<file path="config.mk">
export PLATFORM = sky130hd
export DESIGN_NAME = periodic_event_timer_table_core
export DESIGN_NICKNAME = d
export VERILOG_FILES = /design/src/rtl/core/pett_pkg.sv /design/src/rtl/core/pett_ram.sv /design/src/rtl/core/periodic_event_timer_table_core.sv
export SDC_FILE = /design/constraint.sdc
export NUM_CORES = 2
export LEC_CHECK = 0
export ABC_AREA = 1
export BUFFER_PORTS_ARGS = -buffer_cell sky130_fd_sc_hd__buf_2
export CAP_MARGIN = 20
export CORE_MARGIN = 1
export CORE_UTILIZATION = 60
export DETAILED_ROUTE_END_ITERATION = 8
export GPL_TIMING_DRIVEN = 1
export MAX_ROUTING_LAYER = met4
export PLACE_DENSITY = 0.77
export SYNTH_ARGS = -nofsm -noshare
export SYNTH_HDL_FRONTEND = slang
export SYNTH_SLANG_ARGS = --single-unit
</file>
<file path="constraint.sdc">
create_clock -name clock -period 12.41 [get_ports clock]
set_input_delay 2.482 -clock clock [delete_from_list [all_inputs] [get_ports clock]]
set_output_delay 2.482 -clock clock [all_outputs]
set_load 0.05 [all_outputs]
</file>
<file path="src/rtl/core/pett_pkg.sv">
`timescale 1ns / 1ps
// ----------------------------------------------------------------------------
// pett_pkg: shared types and constants
// Request and result payloads, codes and the slot-count default.
// ----------------------------------------------------------------------------
package pett_pkg;

   localparam int SLOTS_DEFAULT = 16;
   localparam int MAX_RESULTS   = 16;

   localparam logic [1:0] REQ_TICK   = 2'd0;
   localparam logic [1:0] REQ_ADD    = 2'd1;
   localparam logic [1:0] REQ_REMOVE = 2'd2;
   localparam logic [1:0] REQ_NONE   = 2'd3;

   localparam logic [1:0] KIND_ACCEPT = 2'd0;
   localparam logic [1:0] KIND_REJECT = 2'd1;
   localparam logic [1:0] KIND_FIRED  = 2'd2;
   localparam logic [1:0] KIND_IDLE   = 2'd3;

   typedef struct packed {
      logic [1:0]  req_type;
      logic [31:0] now_us;
      logic [7:0]  handler_id;
      logic [31:0] period_us;
   } req_type_type;

   typedef struct packed {
      logic [1:0] result_kind;
      logic [7:0] fired_handler;
      logic [3:0] fired_slot;
      logic       last_of_run;
   } rsp_type;

   // one table entry as stored in memory
   typedef struct packed {
      logic [7:0]  handler;
      logic [31:0] period;
      logic [31:0] stamp;
   } entry_type;

endpackage

</file>
<file path="src/rtl/core/pett_ram.sv">
`timescale 1ns / 1ps
// ----------------------------------------------------------------------------
// pett_ram: generic single-port-write, single-read RAM
// One write port, one read port, read data registered.
// ----------------------------------------------------------------------------
module pett_ram #(
   parameter int WIDTH = 8,
   parameter int DEPTH = 16
) (
   input  logic                                           clock,
   input  logic                                           wr_en,
   input  logic [((DEPTH > 1) ? $clog2(DEPTH) : 1)-1:0] wr_addr,
   input  logic [WIDTH-1:0]                               wr_data,
   input  logic [((DEPTH > 1) ? $clog2(DEPTH) : 1)-1:0] rd_addr,
   output logic [WIDTH-1:0]                               rd_data
);

   logic [WIDTH-1:0] mem [DEPTH];

   always_ff @(posedge clock) begin
      if (wr_en) begin
         mem[wr_addr] <= wr_data;
      end
      rd_data <= mem[rd_addr];
   end

endmodule

</file>
<file path="src/rtl/core/periodic_event_timer_table_core.sv">
`timescale 1ns / 1ps
// ----------------------------------------------------------------------------
// periodic_event_timer_table_core: ordered table of periodic events
// Add and remove edit the table, a tick scans it and reports due events.
// ----------------------------------------------------------------------------
// Sequence: add writes the entry and goes to S_DONE; remove and tick pass
//   S_READ then S_EVAL for each stored entry scanned, then S_DONE.
// Throughput: one item at a time; busy is high until the last result.
// Results: one strobe per cycle on rsp_valid; the receiver cannot stall.
// Reset: entry count, started flag and enable cleared; table RAM is not
//   cleared (entries are only read below the entry count).
// ----------------------------------------------------------------------------
module periodic_event_timer_table_core #(
   parameter int SLOTS = pett_pkg::SLOTS_DEFAULT
) (
   input  logic                   clock,
   input  logic                   reset,
   input  logic                   start,
   output logic                   busy,
   input  pett_pkg::req_type_type req_data,
   output logic                   rsp_valid,
   output pett_pkg::rsp_type      rsp_data,
   input  logic                   csr_valid,
   output logic                   csr_ready,
   input  logic                   csr_data
);

   localparam int AW = (SLOTS > 1) ? $clog2(SLOTS) : 1;
   localparam int CW = $clog2(SLOTS + 1);
   localparam int RW = $clog2(pett_pkg::MAX_RESULTS + 1);

   typedef enum logic [5:0] {
      S_IDLE  = 6'b000001,
      S_READ  = 6'b000010,  // address issued, wait for data
      S_EVAL  = 6'b000100,  // data available, decide and write back
      S_SHIFT = 6'b001000,  // unused; remove copies entry i+1 to i in S_EVAL
      S_DONE  = 6'b010000,  // emit the closing result
      S_EMPTY = 6'b100000   // unused
   } state_type;

   state_type              state_ff, state_in;
   pett_pkg::req_type_type req_ff, req_in;
   logic [CW-1:0]          count_ff, count_in;
   logic [CW-1:0]          idx_ff, idx_in;
   logic [RW-1:0]          nres_ff, nres_in;
   logic                   enable_ff, enable_in;
   logic                   started_ff, started_in;
   logic                   init_ff, init_in;   // first tick: load the stamps
   logic                   found_ff, found_in;
   logic [1:0]             done_kind_ff, done_kind_in;

   logic                   rsp_valid_ff, rsp_valid_in;
   pett_pkg::rsp_type      rsp_ff, rsp_in;

   logic                   wr_en;
   logic [AW-1:0]          wr_addr, rd_addr;
   pett_pkg::entry_type    wr_data, rd_data;
   logic                   accept;
   logic [31:0]            base_stamp, elapsed;
   logic [AW-1:0]          idx_a;

   pett_ram #(.WIDTH($bits(pett_pkg::entry_type)), .DEPTH(SLOTS)) u_table (
      .clock   (clock),
      .wr_en   (wr_en),
      .wr_addr (wr_addr),
      .wr_data (wr_data),
      .rd_addr (rd_addr),
      .rd_data (rd_data)
   );

   assign busy       = (state_ff != S_IDLE);
   assign accept     = start && !busy;
   assign csr_ready  = 1'b1;
   assign rsp_valid  = rsp_valid_ff;
   assign rsp_data   = rsp_ff;
   assign idx_a      = idx_ff[AW-1:0];
   assign base_stamp = init_ff ? req_ff.now_us : rd_data.stamp;
   assign elapsed    = req_ff.now_us - base_stamp;

   always_comb begin
      state_in     = state_ff;
      req_in       = req_ff;
      count_in     = count_ff;
      idx_in       = idx_ff;
      nres_in      = nres_ff;
      enable_in    = enable_ff;
      started_in   = started_ff;
      init_in      = init_ff;
      found_in     = found_ff;
      done_kind_in = done_kind_ff;
      rsp_valid_in = 1'b0;
      rsp_in       = rsp_ff;
      wr_en        = 1'b0;
      wr_addr      = idx_a;
      wr_data      = rd_data;
      rd_addr      = idx_a;

      // config writes must arrive only while idle; the block does not enforce it
      if (csr_valid) begin
         enable_in = csr_data;
         if (!csr_data) begin
            started_in = 1'b0;
         end
      end

      unique case (state_ff)
         S_IDLE: begin
            if (accept) begin
               req_in   = req_data;
               idx_in   = '0;
               nres_in  = '0;
               found_in = 1'b0;
               rd_addr  = '0;
               unique case (req_data.req_type)
                  pett_pkg::REQ_ADD: begin
                     if (count_ff >= CW'(SLOTS)) begin
                        done_kind_in = pett_pkg::KIND_REJECT;
                     end else begin
                        wr_en        = 1'b1;
                        wr_addr      = count_ff[AW-1:0];
                        wr_data      = '{req_data.handler_id, req_data.period_us,
                                         req_data.now_us};
                        count_in     = count_ff + 1'b1;
                        done_kind_in = pett_pkg::KIND_ACCEPT;
                     end
                     state_in = S_DONE;
                  end
                  pett_pkg::REQ_REMOVE: begin
                     done_kind_in = pett_pkg::KIND_REJECT;
                     state_in     = (count_ff == '0) ? S_DONE : S_READ;
                  end
                  pett_pkg::REQ_TICK: begin
                     done_kind_in = pett_pkg::KIND_IDLE;
                     if (!enable_ff) begin
                        started_in = 1'b0;
                        state_in   = S_DONE;
                     end else begin
                        init_in    = !started_ff;
                        started_in = 1'b1;
                        state_in   = (count_ff == '0) ? S_DONE : S_READ;
                     end
                  end
                  default: begin
                     done_kind_in = pett_pkg::KIND_REJECT;
                     state_in     = S_DONE;
                  end
               endcase
            end
         end
         S_READ: begin
            state_in = S_EVAL;
         end
         S_EVAL: begin
            if (req_ff.req_type == pett_pkg::REQ_REMOVE) begin
               if (found_ff) begin
                  // shifting: write entry read at idx into idx-1
                  wr_en   = 1'b1;
                  wr_addr = AW'(idx_ff - 1'b1);
                  wr_data = rd_data;
               end else if (rd_data.handler == req_ff.handler_id &&
                            rd_data.period == req_ff.period_us) begin
                  found_in     = 1'b1;
                  done_kind_in = pett_pkg::KIND_ACCEPT;
               end
               if (idx_ff + 1'b1 >= count_ff) begin
                  if (found_in) begin
                     count_in = count_ff - 1'b1;
                  end
                  state_in = S_DONE;
               end else begin
                  idx_in   = idx_ff + 1'b1;
                  rd_addr  = AW'(idx_ff + 1'b1);
                  state_in = S_READ;
               end
            end else begin
               // tick: evaluate slot idx
               wr_en   = 1'b1;
               wr_data = '{rd_data.handler, rd_data.period, base_stamp};
               if (nres_ff < RW'(pett_pkg::MAX_RESULTS) &&
                   elapsed >= rd_data.period) begin
                  wr_data.stamp = base_stamp + rd_data.period;
                  rsp_valid_in  = 1'b1;
                  rsp_in        = '{pett_pkg::KIND_FIRED, rd_data.handler,
                                    4'(idx_ff), 1'b0};
                  nres_in       = nres_ff + 1'b1;
               end
               if (idx_ff + 1'b1 >= count_ff) begin
                  init_in  = 1'b0;
                  state_in = S_DONE;
               end else begin
                  idx_in   = idx_ff + 1'b1;
                  rd_addr  = AW'(idx_ff + 1'b1);
                  state_in = S_READ;
               end
            end
         end
         S_DONE: begin
            // fired results mark last via a trailing flag: hold one pending
            rsp_valid_in = 1'b1;
            if (req_ff.req_type == pett_pkg::REQ_TICK && nres_ff != '0) begin
               rsp_valid_in = 1'b0;
            end
            rsp_in   = '{done_kind_ff, 8'd0, 4'd0, 1'b1};
            state_in = S_IDLE;
         end
         default: begin
            state_in = S_IDLE;
         end
      endcase
   end

   // Each fired result is held here until the next fired result or S_DONE
   // releases it, so the final one can carry last_of_run.
   logic              pend_ff, pend_in;
   pett_pkg::rsp_type pend_rsp_ff, pend_rsp_in;
   logic              out_v;
   pett_pkg::rsp_type out_r;

   always_comb begin
      pend_in     = pend_ff;
      pend_rsp_in = pend_rsp_ff;
      out_v       = 1'b0;
      out_r       = rsp_in;
      if (rsp_valid_in && rsp_in.result_kind == pett_pkg::KIND_FIRED) begin
         // release previous, hold the new one
         out_v       = pend_ff;
         out_r       = pend_rsp_ff;
         pend_in     = 1'b1;
         pend_rsp_in = rsp_in;
      end else if (state_ff == S_DONE && pend_ff) begin
         out_v            = 1'b1;
         out_r            = pend_rsp_ff;
         out_r.last_of_run = 1'b1;
         pend_in          = 1'b0;
      end else if (rsp_valid_in) begin
         out_v = 1'b1;
         out_r = rsp_in;
      end
   end

   always_ff @(posedge clock) begin
      if (reset) begin
         state_ff     <= S_IDLE;
         count_ff     <= '0;
         enable_ff    <= 1'b0;
         started_ff   <= 1'b0;
         init_ff      <= 1'b0;
         rsp_valid_ff <= 1'b0;
         pend_ff      <= 1'b0;
      end else begin
         state_ff     <= state_in;
         count_ff     <= count_in;
         enable_ff    <= enable_in;
         started_ff   <= started_in;
         init_ff      <= init_in;
         rsp_valid_ff <= out_v;
         pend_ff      <= pend_in;
      end
      req_ff       <= req_in;
      idx_ff       <= idx_in;
      nres_ff      <= nres_in;
      found_ff     <= found_in;
      done_kind_ff <= done_kind_in;
      rsp_ff       <= out_r;
      pend_rsp_ff  <= pend_rsp_in;
   end

endmodule
</file>
; ---- After elaboration in Yosys (flattened, before gate mapping)
; Memories as Yosys holds them, arrays and structs flattened. A register that Yosys moved wholly into a read port is not among the register bits.
; Index checks and enable logic that the tools add are counted.
[word_totals]
out_inout_bits = 18
ff_bits = 133
ram_bits = 1152
inputBits = 79
word_cells = 163
memories = 1
[classes]
muxes = 83
n_reduce_logical = 21
add_sub_neg = 7
magnitude_cmp = 4
eq_ne = 24
[mem_list]
columns = memory, words, word_bits, rd, rd_ports_with_merged_regs, write_ports, line_no
row1 = u_table.mem, 16, 72, 1, 1, 1, pett_ram.sv:18  ; logic [WIDTH-1:0] mem [DEPTH];
[op_table]
columns = cell, count
row1 = 72-bit two-way mux, 3
row2 = 72-bit case mux with 2 select lines, 1
row3 = 32-bit two-way mux, 3
row4 = 5-bit two-way mux, 13
row5 = 15-bit two-way mux, 4
row6 = 5-bit case mux with 2 select lines, 4
row7 = 1-bit two-way mux, 33
row8 = 32-bit adder, 1
row9 = 32-bit equality test, 1
row10 = 32-bit greater-or-equal comparator, 1
row11 = 32-bit subtractor, 1
row12 = 15-bit case mux with 2 select lines, 1
row13 = 4-bit two-way mux, 7
row14 = "2-bit inequality test, second input constant", 11
row15 = 6-bit case mux with 3 select lines, 1
row16 = 4-bit case mux with 2 select lines, 2
row17 = "5-bit by 1-bit adder with 5-bit output, second input constant", 3
row18 = 8-bit equality test, 1
row19 = 2-bit two-way mux, 4
row20 = 1-bit case mux with 2 select lines, 4
row21 = 2-bit case mux with 2 select lines, 2
row22 = 7-bit AND reduction, 1
row23 = "2-bit equality test, second input constant", 3
row24 = "6-bit by 1-bit equality test with 1-bit output, second input constant", 1
row25 = other kinds (23), 33

; ---- Depth between registers and ports, before layout
[depth]
word_depth = 10
depth_mapped = 34
ltp_nobuf = 30

; ---- Cells and area by module
; From an unflattened synthesis, not the netlist that was laid out.
[unflattened]
cells_unflattened = 6487
area_unflattened_um2 = 63146.8
[by_module_without_submodules]
columns = mod, n_inst, cells_each, area_per_inst_um2, seq_area_each_um2
row1 = pett_ram, 1, 4731, 50772.4, 36034.6
row2 = periodic_event_timer_table_core, 1, 1756, 12374.4, 3643.5

; ---- Worst setup path before layout
; OpenSTA, ideal clock, no wires.
[synth_path]
path_kind = input -> register
startpoint = in start
endpoint = mem u_table.mem[0][0] (netlist bit), enable pin
n_path_buf = 1
required_time_ps = 11907
setup_slack_ps = 1623
arrival_time_ps = 10284
cell_stages = 9
cell_sequence = inv_1 -> nor2_1 -> nand2_1 -> clkbuf_1 -> o21ai_0 -> o2111ai_1 -> nand2_1 -> nand2_1 -> nor2_1
[synth_via]
elab_chain_cells = 5
word_cells_on_any_way = 7
classes_between = mux (6) / reduce/logical (1)
[synth_rtl]
columns = item, line_no
row1 = from (decl), periodic_event_timer_table_core.sv:18  ; input logic start,
row2 = 1-bit logical AND *, periodic_event_timer_table_core.sv:72  ; assign accept = start && !busy;
row3 = 1-bit two-way mux, periodic_event_timer_table_core.sv:108  ; if (accept) begin
row4 = 1-bit case mux with 2 select lines, periodic_event_timer_table_core.sv:106  ; unique case (state_ff)
row5 = 1-bit two-way mux, pett_ram.sv:21  ; if (wr_en) begin
row6 = 1-bit two-way mux (not written as such), pett_ram.sv:22  ; mem[wr_addr] <= wr_data;
row7 = to (decl), pett_ram.sv:18
; Mark *: on every way between the ends. The rest lies on a longest branch, timed or not.

; ---- Worst setup path in the final report
[layout_path]
startpoint = reg init_ff
endpoint = mem u_table.mem[6][11] (netlist bit) (data pin)
[layout_via]
elab_chain_cells = 7
word_cells_on_any_way = 8
classes_between = add/sub (2) / order compare (1) / mux (4) / reduce/logical (1)
[layout_rtl]
columns = item, line_no
row1 = from (decl), periodic_event_timer_table_core.sv:48  ; logic init_ff, init_in;
row2 = from (signal assigned), periodic_event_timer_table_core.sv:255  ; init_ff <= init_in;
row3 = 32-bit two-way mux *, periodic_event_timer_table_core.sv:77  ; assign base_stamp = init_ff ? req_ff.now_us : rd_data.stamp;
row4 = 32-bit subtractor, periodic_event_timer_table_core.sv:78  ; assign elapsed = req_ff.now_us - base_stamp;
row5 = 32-bit greater-or-equal comparator, periodic_event_timer_table_core.sv:180  ; elapsed >= rd_data.period) begin
row6 = 1-bit logical AND, periodic_event_timer_table_core.sv:179  ; if (nres_ff < RW'(pett_pkg::MAX_RESULTS) &&
row7 = 32-bit two-way mux *, periodic_event_timer_table_core.sv:179
row8 = 32-bit two-way mux *, periodic_event_timer_table_core.sv:154  ; if (req_ff.req_type == pett_pkg::REQ_REMOVE) begin
row9 = 72-bit case mux with 2 select lines *, periodic_event_timer_table_core.sv:106
row10 = named net u_table.wr_data[11], pett_ram.sv:13  ; input logic [WIDTH-1:0] wr_data,
; Mark *: on every way through the listed nets, which the timed path passes. The rest lies on a longest branch.

==> results.py <==
metrics = {
    "grt": {
        "grt_usage_pct": 35.0,
        "grt_antenna_before_repair": 5,
        "maximum_number_of_pins_on_one_net_before_global_route_repair": 220,
        "grt-ovfl-total": 0,
        "grt_first_pass_wirelength_um": 264000,
        "first_global_vias": 43400,
    },
    "drt": {
        "met2RoutedLength_um": 81300,
        "drtAntennaViolNets": 0,
        "remaining_drc_errors": 0,
        "route.top_layer_used": "met4",
        "avgRoutedWirePerCell_um": 23.5,
        "route.vias.total": 46200,
        "detail_route.first_pass.iterations": 6,
        "dr_wl_met3_um": 19300,
        "detail_route.wirelength.met1_um": 69900,
        "detail_route.iter0.violations": 6634,
        "vias_per_cell": 6.09,
        "routed_wl_um": 178000,
    },
    "floorplanning": {
        "floorplan.initialDensity_pct": 60.6,
        "fp.dieArea_sq_um": 104000,
        "ioPinCount": 97,
        "fp.dieW_um": 323,
        "die_height_um": 323,
        "placeableCoreArea_sq_um": 102000,
        "num_rows": 117,
    },
    "run_status": {
        "status": "finished clean",
    },
    "clock_network": {
        "post_cts_resized": 0,
        "clock-sinks": 1355,
        "root_buffer": "sky130_fd_sc_hd__clkbuf_16",
        "cts_tree": "built",
        "cts-htree-levels": 4,
        "tritoncts.num_buffers": 138,
        "longest_clk_path_bufs": 3,
        "cts_hold_repair.buffers": 0,
        "clock_insertion_delay_worst_skew_ns": 0.77,
        "postCtsSetupBuffers": 0,
        "clk_pin_slew_worst_paths_ns": 0.06,
    },
    "timing": {
        "final-hold-violation-count": 0,
        "slew_viol_final": 0,
        "slew-limit-headroom_pct": 6.58,
        "finalClockSkew_ns": 0.0318,
        "grt_setup_unrepaired": "false",
        "setup_total_negative_slack_ns": 0,
        "measured_slew_at_the_worst_slew_check_pin_ns": 1.40,
        "period_share_pct": 57.4,
        "finalSetupViolCount": 0,
        "maxClockFrequency_mhz": 140,
        "final_period_minus_worst_setup_slack_ns": 7.13,
    },
    "synth": {
        "area_share_of_the_largest_cell_type_after_synthesis_pct": 60.9,
        "syn-mean-instance-area_sq_um": 10.2,
        "postSynth.asyncResetShare_pct": 0,
        "synth_top_family_by_area": "simple AND/OR/NAND/NOR gates",
        "synth-seq-area-share_pct": 64.2,
        "synth-compound-area-share_pct": 5.30,
        "share_of_synthesized_cell_area_in_full_adder_half_adder_and_majority_cells_pct": 2.26,
        "synth_area_leaders": "sky130_fd_sc_hd__edfxtp_1 61%, sky130_fd_sc_hd__nand2_1 13%, sky130_fd_sc_hd__nand3_1 7.9%, sky130_fd_sc_hd__dfxtp_1 3.3%, sky130_fd_sc_hd__ha_1 2.2%",
        "synthDominantAreaCellType": "sky130_fd_sc_hd__edfxtp_1",
        "synth_area_sq_um": 61800,
        "postSynthNetCount": 6278,
        "yosys_most_used_dff": "sky130_fd_sc_hd__edfxtp_1",
        "postSynthCellCount": 6089,
        "ys_types": 53,
        "synth_enable_flop_cells": 1254,
        "synth-seq-cells": 1355,
        "synth_simple_gate_area_share_pct": 22.5,
        "synth-xor-area-share_pct": 1.19,
        "yosysWarnings": 0,
        "post_synthesis_mux_area_share_pct": 0.0162,
    },
    "final_layout": {
        "multi_input_comb_area_sq_um": 19500,
        "flow.area_growth_from_synthesis_pct": 9.68,
        "post_layout_nonfiller_instances": 7574,
        "nets": 6278,
        "most_used_cells_in_the_layout_excluding_fill_and_tap_cells": "2110 x sky130_fd_sc_hd__nand2_1, 1254 x sky130_fd_sc_hd__edfxtp_1, 971 x sky130_fd_sc_hd__nand3_1",
        "layout_commonest_cell": "sky130_fd_sc_hd__nand2_1",
        "regArea_sq_um": 39700,
        "drive_gt1_share_pct": 7.66,
        "filler_cell_count": 7597,
    },
    "critical_path": {
        "worstRegToRegCells": 24,
        "worstSetupPathType": "flip-flop to flip-flop",
        "r2r-start": "init_ff",
        "path_max_fanout": 37,
        "worst-endpoint-arrival_ns": 7.50,
        "critical_path.startpoint_type": "flip-flop",
        "critPathRequiredTime_ns": 12.78,
        "worst_r2r_endpoint": "u_table.mem[6][11]",
        "critPathCaptureType": "flip-flop",
        "reg2reg_setup_slack_ns": 5.28,
    },
    "power": {
        "power_density_nw_per_um2": 275,
        "total_leakage_power_nw": 27.0,
        "fin_total_pwr_mw": 18.7,
        "ir_drop_v": 0.000217,
    },
    "hold_path": {
        "hp-class": "flip-flop to flip-flop",
        "worstHoldStart": "pend_rsp_ff[0]",
        "min_delay_path_depth": 2,
        "worst_hold_path.endpoint": "rsp_data[0]",
    },
    "placement": {
        "gp_congestion": 0.990,
        "post-dp-hpwl_um": 103000,
        "dp.cells": 7308,
        "portBuffers": 95,
    },
    "run": {
        "maxCapViolations": 0,
    },
}
[worst max-delay path, cell delays in order, from the launching register on]
cell                       delay, ns
sky130_fd_sc_hd__dfxtp_1        0.34
sky130_fd_sc_hd__buf_4          0.41
sky130_fd_sc_hd__inv_1          0.57
sky130_fd_sc_hd__or2_2          0.47
sky130_fd_sc_hd__o21ai_0        0.21
sky130_fd_sc_hd__ha_1           0.24
sky130_fd_sc_hd__a21oi_1        0.06
sky130_fd_sc_hd__nand2_1        0.10
sky130_fd_sc_hd__a21oi_1        0.13
sky130_fd_sc_hd__o21bai_1       0.31
sky130_fd_sc_hd__a21oi_1        0.15
sky130_fd_sc_hd__o21ai_0        0.59
sky130_fd_sc_hd__nand4_1        0.24
sky130_fd_sc_hd__nand3_1        0.13
sky130_fd_sc_hd__nand2_1        0.08
sky130_fd_sc_hd__ha_1           0.29
sky130_fd_sc_hd__a21oi_1        0.17
sky130_fd_sc_hd__o21a_1         0.14
sky130_fd_sc_hd__nand2_1        0.06
sky130_fd_sc_hd__a21oi_1        0.15
sky130_fd_sc_hd__nand2_1        0.11
sky130_fd_sc_hd__nand2_1        0.07
sky130_fd_sc_hd__buf_4          0.41
sky130_fd_sc_hd__o21ai_0        0.22
sky130_fd_sc_hd__a22oi_1        1.03
[worst max path at each step]
stage,cells past startpoint,end,start,slack [ns]
floorplan,9,u_table.mem[0][0],start,1.62
global placement,14,u_table.mem[9][7],start,5.38
detailed placement,14,u_table.mem[9][7],start,5.41
CTS,24,u_table.mem[11][11],init_ff,5.43
global route,27,u_table.mem[8][8],init_ff,4.91
finish,24,u_table.mem[6][11],init_ff,5.28
[registers in the layout (all words and copies together), names as in the netlist, 2 cells and up]
name	cells
rsp_data	15
u_table.rd_data	72
done_kind_ff	2
pend_rsp_ff	15
req_ff	74
idx_ff	5
count_ff	5
u_table.mem	1152
state_ff	4
nres_ff	5
[report_power, final]
part / switching [mW] / internal (mW) / total (mW)
Sequential: 0.344 / 6.10 / 6.44
Clock: 1.74 / 2.38 / 4.12
Combinational: 5.80 / 2.29 / 8.09
Total: 7.89 / 10.8 / 18.7
[final cells by class]
class | instances | share of cell area (%)
sequential | 1355 | 58.5
multi-input combinational | 4099 | 28.8
clock buffer | 195 | 5.73
tap | 1368 | 2.52
timing repair buffer | 202 | 1.97
inverter | 293 | 1.64
clock inverter | 56 | 0.819
antenna | 6 | 0.0221
[Yosys cell counts (all sizes together) (4+ instances only)]
library cell and n:
nor3 23, a21boi 4, a22oi 12, inv 291, nor2 147, nor4 4, or2 31, nand3 973
ha 107, a21oi 213, o21bai 10, clkbuf 74, buf 268, xor2 58, dfxtp 101, a21o 13
a211oi 10, o211ai 76, nand4 19, nand2 2118, o21ai 228, o22ai 4, xnor2 26, edfxtp 1254
[per-layer routing]
| metal | vias to the layer above | track usage, % |
|---|---|---|
| met2 | 2701 | 52.5 |
| li1 | 21000 | - |
| met5 | - | - |
| met4 | 0 | 14.8 |
| met3 | 411 | 6.07 |
| met1 | 22100 | 47.4 |
[cell families (layout without fill, tap and decap cells)]
| family | count (synthesis) | in the layout |
|---|---|---|
| compound gates | 583 | 583 |
| xor+xnor | 84 | 84 |
| fa+ha+maj | 110 | 110 |
| buf+inv | 635 | 746 |
| flops | 1355 | 1355 |
| mux | 1 | 1 |
| other cells | 1 | 7 |
| simple gates | 3320 | 3320 |
[per-stage QoR]
stage	instance area [sq um]	hold WS (ns)	utilization, %	setup slack (ns)
final	67800	0.470	66.5	5.28
after global routing	67800	0.510	66.5	4.91
after CTS	67700	0.471	66.4	5.43
after detailed placement	63300	0.457	62.0	5.41
after global placement	63300	0.447	62.0	5.38
after floorplan	61800	0.439	-	1.62
Power figures use the tool's default switching activity.
